==> src/hdl/rov_pkg.sv <==
// Package: field widths, request codes, controller state and command/status types.
package rov_pkg;

   // Fixed payload field widths
   localparam int IDX_FW  = 6;
   localparam int POS_FW  = 7;
   localparam int CHR_W   = 8;
   localparam int OVL_W   = 7;

   // Default storage geometry
   localparam int NUM_READS_DEF = 64;
   localparam int READ_LEN_DEF  = 128;

   // Request type codes
   localparam logic REQ_LOAD  = 1'b0;
   localparam logic REQ_QUERY = 1'b1;

   typedef enum logic [2:0] {
      ST_CLEAR,
      ST_IDLE,
      ST_LEN_SRC,
      ST_LEN_DST,
      ST_FILL,
      ST_DRAIN,
      ST_SCAN,
      ST_DONE
   } state_type;

   // Controller to datapath
   typedef struct packed {
      logic clear_step;
      logic load_wr;
      logic latch_pair;
      logic len_rd_src;
      logic len_rd_dst;
      logic fill;
      logic scan_init;
      logic scan_shift;
      logic take_result;
   } cmd_type;

   // Datapath to controller
   typedef struct packed {
      logic clear_done;
      logic fill_done;
      logic scan_hit;
   } stat_type;

endpackage

==> src/hdl/rov_ctrl.sv <==
// Controller: sequences clear pass, loads and the fill/scan steps of a query.
module rov_ctrl (
   input  logic              clock,
   input  logic              reset,
   input  logic              req_valid,
   input  logic              req_type,
   output logic              req_ready,
   output logic              rsp_valid,
   input  logic              rsp_ready,
   input  rov_pkg::stat_type stat,
   output rov_pkg::cmd_type  cmd
);

   rov_pkg::state_type state_ff, state_in;

   // State register
   always_ff @(posedge clock) begin
      if (reset) begin
         state_ff <= rov_pkg::ST_CLEAR;
      end else begin
         state_ff <= state_in;
      end
   end

   // Next state
   always_comb begin
      state_in = state_ff;
      case (state_ff)
         rov_pkg::ST_CLEAR: begin
            if (stat.clear_done) state_in = rov_pkg::ST_IDLE;
         end
         rov_pkg::ST_IDLE: begin
            if (req_valid && req_type == rov_pkg::REQ_QUERY) state_in = rov_pkg::ST_LEN_SRC;
         end
         rov_pkg::ST_LEN_SRC: state_in = rov_pkg::ST_LEN_DST;
         rov_pkg::ST_LEN_DST: state_in = rov_pkg::ST_FILL;
         rov_pkg::ST_FILL: begin
            if (stat.fill_done) state_in = rov_pkg::ST_DRAIN;
         end
         rov_pkg::ST_DRAIN: state_in = rov_pkg::ST_SCAN;
         rov_pkg::ST_SCAN: begin
            if (stat.scan_hit) state_in = rov_pkg::ST_DONE;
         end
         rov_pkg::ST_DONE: begin
            if (rsp_ready) state_in = rov_pkg::ST_IDLE;
         end
         default: state_in = rov_pkg::ST_IDLE;
      endcase
   end

   // Outputs
   always_comb begin
      cmd       = '0;
      req_ready = 1'b0;
      rsp_valid = 1'b0;
      case (state_ff)
         rov_pkg::ST_CLEAR: cmd.clear_step = 1'b1;
         rov_pkg::ST_IDLE: begin
            req_ready = 1'b1;
            if (req_valid) begin
               cmd.load_wr    = (req_type == rov_pkg::REQ_LOAD);
               cmd.latch_pair = (req_type == rov_pkg::REQ_QUERY);
            end
         end
         rov_pkg::ST_LEN_SRC: cmd.len_rd_src = 1'b1;
         rov_pkg::ST_LEN_DST: cmd.len_rd_dst = 1'b1;
         rov_pkg::ST_FILL:    cmd.fill       = 1'b1;
         rov_pkg::ST_DRAIN:   cmd.scan_init  = 1'b1;
         rov_pkg::ST_SCAN: begin
            cmd.take_result = stat.scan_hit;
            cmd.scan_shift  = !stat.scan_hit;
         end
         rov_pkg::ST_DONE: rsp_valid = 1'b1;
         default: ;
      endcase
   end

`ifndef SYNTHESIS
   a_ready_excl_valid: assert property (@(posedge clock) disable iff (reset)
      !(req_ready && rsp_valid))
      else $error("request ready while a response is pending");

   a_query_starts: assert property (@(posedge clock) disable iff (reset)
      (req_valid && req_ready && req_type == rov_pkg::REQ_QUERY)
      |=> state_ff == rov_pkg::ST_LEN_SRC)
      else $error("accepted query did not start length fetch");

   a_no_accept_clear: assert property (@(posedge clock) disable iff (reset)
      state_ff == rov_pkg::ST_CLEAR |-> !req_ready)
      else $error("request ready during length clear pass");
`endif

endmodule

==> config.mk <==
export PLATFORM = sky130hd
export DESIGN_NAME = rov_ctrl
export DESIGN_NICKNAME = d
export VERILOG_FILES = /design/src/hdl/rov_pkg.sv /design/src/hdl/rov_ctrl.sv
export SDC_FILE = /design/constraint.sdc
export NUM_CORES = 1
export LEC_CHECK = 0
export CAP_MARGIN = 20
export CORE_AREA = 5 5 42 44
export CTS_CLUSTER_SIZE = 14
export DETAILED_ROUTE_END_ITERATION = 10
export DIE_AREA = 0 0 47 49
export DONT_BUFFER_PORTS = 1
export PLACE_DENSITY_LB_ADDON = 0.2
export SYNTH_ARGS = -nofsm -noshare
export SYNTH_HDL_FRONTEND = slang
export SYNTH_SLANG_ARGS = --single-unit
==> constraint.sdc <==
create_clock -name clock -period 1.7 [get_ports clock]
set_input_delay 0.34 -clock clock [delete_from_list [all_inputs] [get_ports clock]]
set_output_delay 0.34 -clock clock [all_outputs]
set_load 0.02 [all_outputs]
## After elaboration in Yosys (flattened, before gate mapping)

Cells that the tools add are included.

| storage, ports and cells | value |
|---|---|
| bits in registers | 3 |
| bits in latches | 0 |
| RAM bits | 0 |
| bits in read-only memories | 0 |
| input bits | 8 |
| output and inout bits | 11 |
| logic and storage cells | 34 |
| memories kept | 0 |

| cells by class | value |
|---|---|
| add/subtract/negate cells | 0 |
| multiply operators | 0 |
| divide/modulo/power cells | 0 |
| magnitude comparators | 0 |
| equal/unequal tests | 12 |
| shift-type cells | 0 |
| muxes and demuxes | 16 |
| bitwise logic cells | 1 |
| reduce and logical (&&, ||, !) cells | 4 |

Operator list:

| operator | number |
|---|---|
| one-hot mux 3 bit (8 select lines) | 1 |
| 2-to-1 mux 3 bit | 5 |
| == test 3 bit, second input constant | 4 |
| != test 2 bit, second input constant | 5 |
| 2-to-1 mux 1 bit | 7 |
| == test 3 x 2 -> 1 bit, second input constant | 2 |
| 2-to-1 mux 2 bit | 3 |
| AND reduction 5 bit | 1 |
| == test 3 x 1 -> 1 bit, second input constant | 1 |
| zero test 3 bit | 1 |
| logical AND 1 bit | 1 |
| zero test 1 bit | 1 |
| inverter 1 bit | 1 |

## Logic depth before layout (Yosys ltp)

Gate-level depths: netlist (run 1).

| depth | value |
|---|---|
| depth after elaboration | 3 |
| gate-level depth with buffers | 5 |
| gate-level depth less buffers | 3 |

## Least setup slack after synthesis (run 1)

No wires, ideal clock.

| timing | value |
|---|---|
| path kind | register to output |
| from | register state_ff[1] |
| to | output cmd[5] in the netlist's numbering |
| arrival | 1.129 ns |
| required time | 1.360 ns |
| path slack | 0.231 ns |
| stages on the path, launching flop included | 4 |
| path buffers | 2 |
| cells stage by stage | dfxtp_1 > buf_6 > buf_2 > nor3b_1 |

RTL lines:

| what | line | source |
|---|---|---|
| start, declared | rov_ctrl.sv:14 | `rov_pkg::state_type state_ff, state_in;` |
| start signal, assigned | rov_ctrl.sv:19 | `state_ff <= rov_pkg::ST_CLEAR;` |
| start signal, assigned | rov_ctrl.sv:21 | `state_ff <= state_in;` |
| end, declared | rov_ctrl.sv:11 | `output rov_pkg::cmd_type cmd` |

==> reports/results.ini, run 1 <==
[logic_synthesis]
post-synth-top-count-cell = nand2_1
synthTopCellsByCount = 8 x nand2_1, 7 x nor2_1, 3 x dfxtp_1, 3 x nor3_1
synth_area_um2 = 262.8
syn_nets = 48
netlist_instances = 40
yosysSeqAreaShare = 0.2286
avgSynthCellArea_um2 = 6.569
async_flop_share = 0
synth_top_cell_area_share = 0.2286
synth_ff_type = dfxtp_1
synth_seq_cells = 3
synth-edff-count = 0
synthDistinctLibCells = 18
synth_top_area_cell = dfxtp_1
synth_area_leaders = dfxtp_1 23%, nand2_1 11%, nor2_1 10%
ys_warn_count = 0

[floorplanning]
io_pins = 19
die_area_um2 = 2303
fp.dieW_um = 47
core_area_um2 = 1401
start_util = 0.1875
fp.dieH_um = 49
rows = 14

[detailed_routing]
routed_via_density = 4.516
route.detailed.drc = 0
first_pass_iters = 2
wirelength_um = 710
drt-initial-drc-count = 7
ant_nets = 0
vias = 280
wl_per_cell_um = 11.45

[sta]
max_clock_freq_ghz = 0.6543
skew_ps = 2.201
slew-limit-headroom = 0.7430
finalHoldViolCount = 0
post-route-period-util = 0.8990
rsz0062_at_grt = false
tightest_slew_ps = 384.1
slew_violations = 0
fin_ws_ps = 171.7
setup-tns-final_ps = 0
post-route-min-period_ps = 1528
setup_viol = 0
whs_ps = 165.8

[worst_setup_path]
crit_required_ps = 1360
cp_max_fo = 17
crit_path_frequent_cell = nor2_1
crit_path_end_kind = output port
cpLargestDelayFamily = simple AND/OR/NAND/NOR gates
crit_path_start_kind = flip-flop
worstSetupPathType = reg2out
critical_path_arrival_ps = 1190
worst-path-buf-inv = 0
cp_slowest_cell = dfxtp_2
worstPathCellList = nor2_1 > nand2_1 > nor2_1
cpPeakStageDelay_ps = 400

[placed_design]
gp_congestion = 0.6541
place_ws_ps = 268.2
dpl.hpwl_um = 537.3
dp.cells = 58
port_buffers = 0

[power_and_ir_drop]
ir_drop_v = 0.0002193
leakage_uw = 0.0001501
p_total_uw = 321.4
power.density_nw_per_um2 = 962.1

[final_layout]
largest_registers = state_ff (3)
largest_reg_flops = 3
drive_gt1_frac = 0.2826
diodes = 0
num-fill-cells = 171
syn_to_final_growth_pct = 27.14
regMostFlops = state_ff
finalNetCount = 55
layout.cells.non_filler = 62

[run]
maxCapViolations = 0

[clock_network]
path_clk_slew_ps = 40
clock-sinks = 3
cts_buffers = 3
cts_max_path_buffers = 2
clock_latency_ps = 230
cts_root_buffer = clkbuf_4
cts_tree = built
cts_setup_buffers = 0
h-tree-depth = 1

[grt]
antenna_found_initial = 0
grt_pass1_vias = 286
grt-ovfl-total = 0
grt_use_total = 0.07243
grt_pass1_wl_um = 1166
grt_start_max_net_pins = 18

[status]
status = finished clean

[worst_hold_path]
holdCritPathClass = in2reg

[logic make-up (layout without fill, tap and decap cells)]
group	count (synthesis)	in the layout	share of synthesized area
AO/OA/AOI/OAI	7	7	0.1858
buffers and inverters	5	11	0.1238
flip-flops	3	3	0.2286
multiplexers	1	1	0.03810
AND/OR/NAND/NOR	24	24	0.4238
[routing by layer]
metal / part of all wire / routed length, um / GRT usage / vias to the layer above
met5: 0 / 0 / 0 / -
met4: 0.030 / 21 / 0.09677 / 0
met3: 0.13 / 90 / 0.01845 / 2
met2: 0.42 / 299 / 0.08371 / 14
met1: 0.42 / 299 / 0.08753 / 116
li1: - / - / - / 148
[per-stage QoR]
step	utilization	area, um2
3_5_place_dp	0.2134	299.0
4_1_cts	0.2321	325.3
6_report	0.2384	334.1
2_1_floorplan	-	262.8
5_1_grt	0.2384	334.1
3_3_place_gp	0.2134	299.0
[final cells by class]
cell class / count / area, um2 / share of cell area
multi-input cells: 32 / 175.2 / 0.5243
inverters: 1 / 3.754 / 0.01124
clock buffers: 4 / 26.28 / 0.07865
well taps: 16 / 20.02 / 0.05993
flip-flops and latches: 3 / 63.81 / 0.1910
repair buffers: 6 / 45.04 / 0.1348
[cell usage in the layout, fill, tap and decap left out, drive strengths merged, types with 2 or more instances in the layout]
cell    netlist  layout
a21oi         2       2
and3          2       2
buf           4       6
clkbuf        0       4
dfxtp         3       3
nand2         8       8
nor2          7       7
nor2b         2       2
nor3          3       3
nor3b         2       2
[what timing repair did]
item,4_1_cts,5_1_grt
gates resized for setup,0,4
hold buffers,0,0
endpoints found under the setup margin,0,6
[where the power goes]
group | switching (uW) | internal (uW) | total [uW]
registers | 25.8 | 80.8 | 107
logic | 49.1 | 39.5 | 88.6
clock network | 38.1 | 88.1 | 126
total | 113 | 208 | 321
[path summary, 6_finish.rpt]
kind | startpoint | to | slack, ps | cells past startpoint
max reg2reg | state_ff[1] | state_ff[0] | 630 | 3
min reg2reg | state_ff[0] | state_ff[1] | 570 | 1
max | state_ff[1] | cmd[6] | 170 | 3
min | reset | state_ff[1] | 170 | 1
Note: power is estimated with default switching activity, not from simulation.
==> inputs of run 2 (changes only) <==
CELL_PAD_IN_SITES_DETAIL_PLACEMENT = 1   (was not set)
CELL_PAD_IN_SITES_GLOBAL_PLACEMENT = 2   (was not set)
==> run 2 against run 1 <==
Compared with the run above: critical path depth rose by 1; sequential power barely moved; final cell count did not move; register-to-register slack barely moved; wire length rose by 12%; die area did not move; fmax fell by 2.9%; hold slack improved by 7.2 ps; clock skew fell by 1.6 ps; clock-buffer cell count did not move; clock power barely moved; global-route usage rose by 1.1 points; critical path type unchanged; largest cell class unchanged; highest routed layer is now met3.
==> reports/results.ini, run 2 (same netlist as run 1, synthesis figures left out) <==
[grt]
grt_pass1_wl_um = 1345  ; +15%
grt_pass1_vias = 309  ; +8.0%
grt_use_total = 0.08298  ; +0.01055
grt_start_max_net_pins = 18  ; unchanged
antenna_found_initial = 0  ; unchanged
grt-ovfl-total = 0  ; unchanged

[clock_network]
cts_setup_buffers = 0  ; unchanged
h-tree-depth = 1  ; unchanged
cts_max_path_buffers = 2  ; unchanged
clock_latency_ps = 230  ; about the same
path_clk_slew_ps = 40  ; about the same
clock-sinks = 3  ; unchanged
cts_root_buffer = clkbuf_4
cts_buffers = 3  ; unchanged
cts_tree = built
cts_hold_buf = 0  ; unchanged

[power_and_ir_drop]
ir_drop_v = 0.0001921  ; -12%
power.density_nw_per_um2 = 970.9  ; +0.91%
leakage_uw = 0.0001487  ; -0.97%

[final_layout]
seq_area_um2 = 63.81  ; unchanged
num-fill-cells = 190  ; +11%
largest_reg_flops = 3  ; unchanged
multi_input_area_um2 = 172.7  ; -1.4%
largest_registers = state_ff (3)
final_common_cell = nand2_1
regMostFlops = state_ff
finalNetCount = 55  ; unchanged
drive_gt1_frac = 0.2826  ; unchanged
final_cell_mix = 8 x nand2_1, 7 x nor2_1, 6 x buf_4
syn_to_final_growth_pct = 26.19
diodes = 0  ; unchanged

[floorplanning]
fp.dieW_um = 47  ; unchanged
core_area_um2 = 1401  ; unchanged
rows = 14  ; unchanged
die_area_um2 = 2303  ; unchanged
fp.dieH_um = 49  ; unchanged
io_pins = 19  ; unchanged
start_util = 0.1875  ; unchanged

[detailed_routing]
ant_nets = 0  ; unchanged
drt-initial-drc-count = 2  ; -5
route.detailed.drc = 0  ; unchanged
wirelength_um = 795  ; +12%
wl_per_cell_um = 12.82  ; +12%
routed_via_density = 4.806  ; +6.4%
first_pass_iters = 2  ; unchanged
vias = 298  ; +6.4%

[worst_setup_path]
cpLargestDelayFamily = simple AND/OR/NAND/NOR gates
crit_path_start_kind = flip-flop
critical_path_arrival_ps = 1230  ; +40 ps
worstSetupPathType = reg2out
crit_required_ps = 1360  ; about the same
worstPathCellList = nor2_1 > nand2_1 > nor3b_1 > buf_4
worst-path-buf-inv = 1  ; +1
cpPeakStageDelay_ps = 400  ; about the same
cp_slowest_cell = dfxtp_2
crit_path_end_kind = output port
cp_max_fo = 17  ; unchanged

[sta]
max_clock_freq_ghz = 0.6352  ; -2.9%
slew-limit-headroom = 0.7432  ; about the same
skew_ps = 0.5707  ; -1.631 ps
tightest_slew_ps = 383.8  ; -0.3208 ps
setup-tns-final_ps = 0  ; unchanged
post-route-period-util = 0.9260  ; +0.02703
whs_ps = 173.1  ; +7.242 ps
post-route-min-period_ps = 1574  ; +45.95 ps
setup_viol = 0  ; unchanged
rsz0062_at_grt = false
slew_violations = 0  ; unchanged
fin_ws_ps = 125.8  ; -45.95 ps
finalHoldViolCount = 0  ; unchanged

[placed_design]
port_buffers = 0  ; unchanged
dpl.hpwl_um = 619.7  ; +15%
place_ws_ps = 222.4  ; -45.77 ps
gp_congestion = 0.7279  ; +11%

[status]
status = finished clean

[run]
maxCapViolations = 0  ; unchanged

[worst_hold_path]
holdCritPathClass = in2reg

==> run 2: cell counts in the layout (fill, tap and decap cells not counted) <==
No cell type changed its count.
==> run 2: path summary, 6_finish.rpt <==
check                   start          end  slack [ps]  cells past startpoint
setup reg to reg  state_ff[1]  state_ff[0]         620                      3
hold reg to reg   state_ff[0]  state_ff[1]         580                      1
hold / removal          reset  state_ff[1]         170                      1
setup / recovery  state_ff[1]       cmd[7]         130                      4
==> run 2: repair_timing <==
action                                  in CTS  in global routing
pin swaps                                    0                  0
resized for setup                            2                  2
endpoints found under the setup margin       5                  3
==> run 2: layout make-up <==
cell class,instances,share of cell area
well taps,16,0.06038
repair buffers,6,0.1358
multi-input cells,32,0.5208
flip-flops and latches,3,0.1925
clock buffers,4,0.07925
inverters,1,0.01132
==> run 2: report_power, final <==
| part | internal (uW) | switching (uW) | total, uW |
|---|---|---|---|
| Combinational | 39.3 | 48.3 | 87.6 |
| Sequential | 80.8 | 29.0 | 110 |
| Clock | 87.9 | 36.5 | 124 |
==> run 2: layer usage <==
layer	wire length [um]	vias to the layer above	GRT usage	part of all wire
li1	-	146	-	-
met1	296	144	0.07221	0.37
met2	438	8	0.1403	0.55
met3	60	0	0.02952	0.075
met4	0	0	0.06912	0
met5	0	-	0	0
==> run 2: per-stage QoR <==
stage	total power, uW	std cells	instance area (um2)	utilization
6_report	321.9	62	331.6	0.2366
3_5_place_dp	196.7	58	299.0	0.2134
3_3_place_gp	194.5	58	299.0	0.2134
4_1_cts	328.2	62	327.8	0.2339
2_1_floorplan	177.9	40	262.8	-
5_1_grt	350.7	62	331.6	0.2366
==> run 2: worst reg2reg max path, delay by kind of cell, from the launching register on <==
family,cells,cell delay [ps]
multiplexers,1,230
flip-flops,1,490
AO/OA/AOI/OAI,2,250
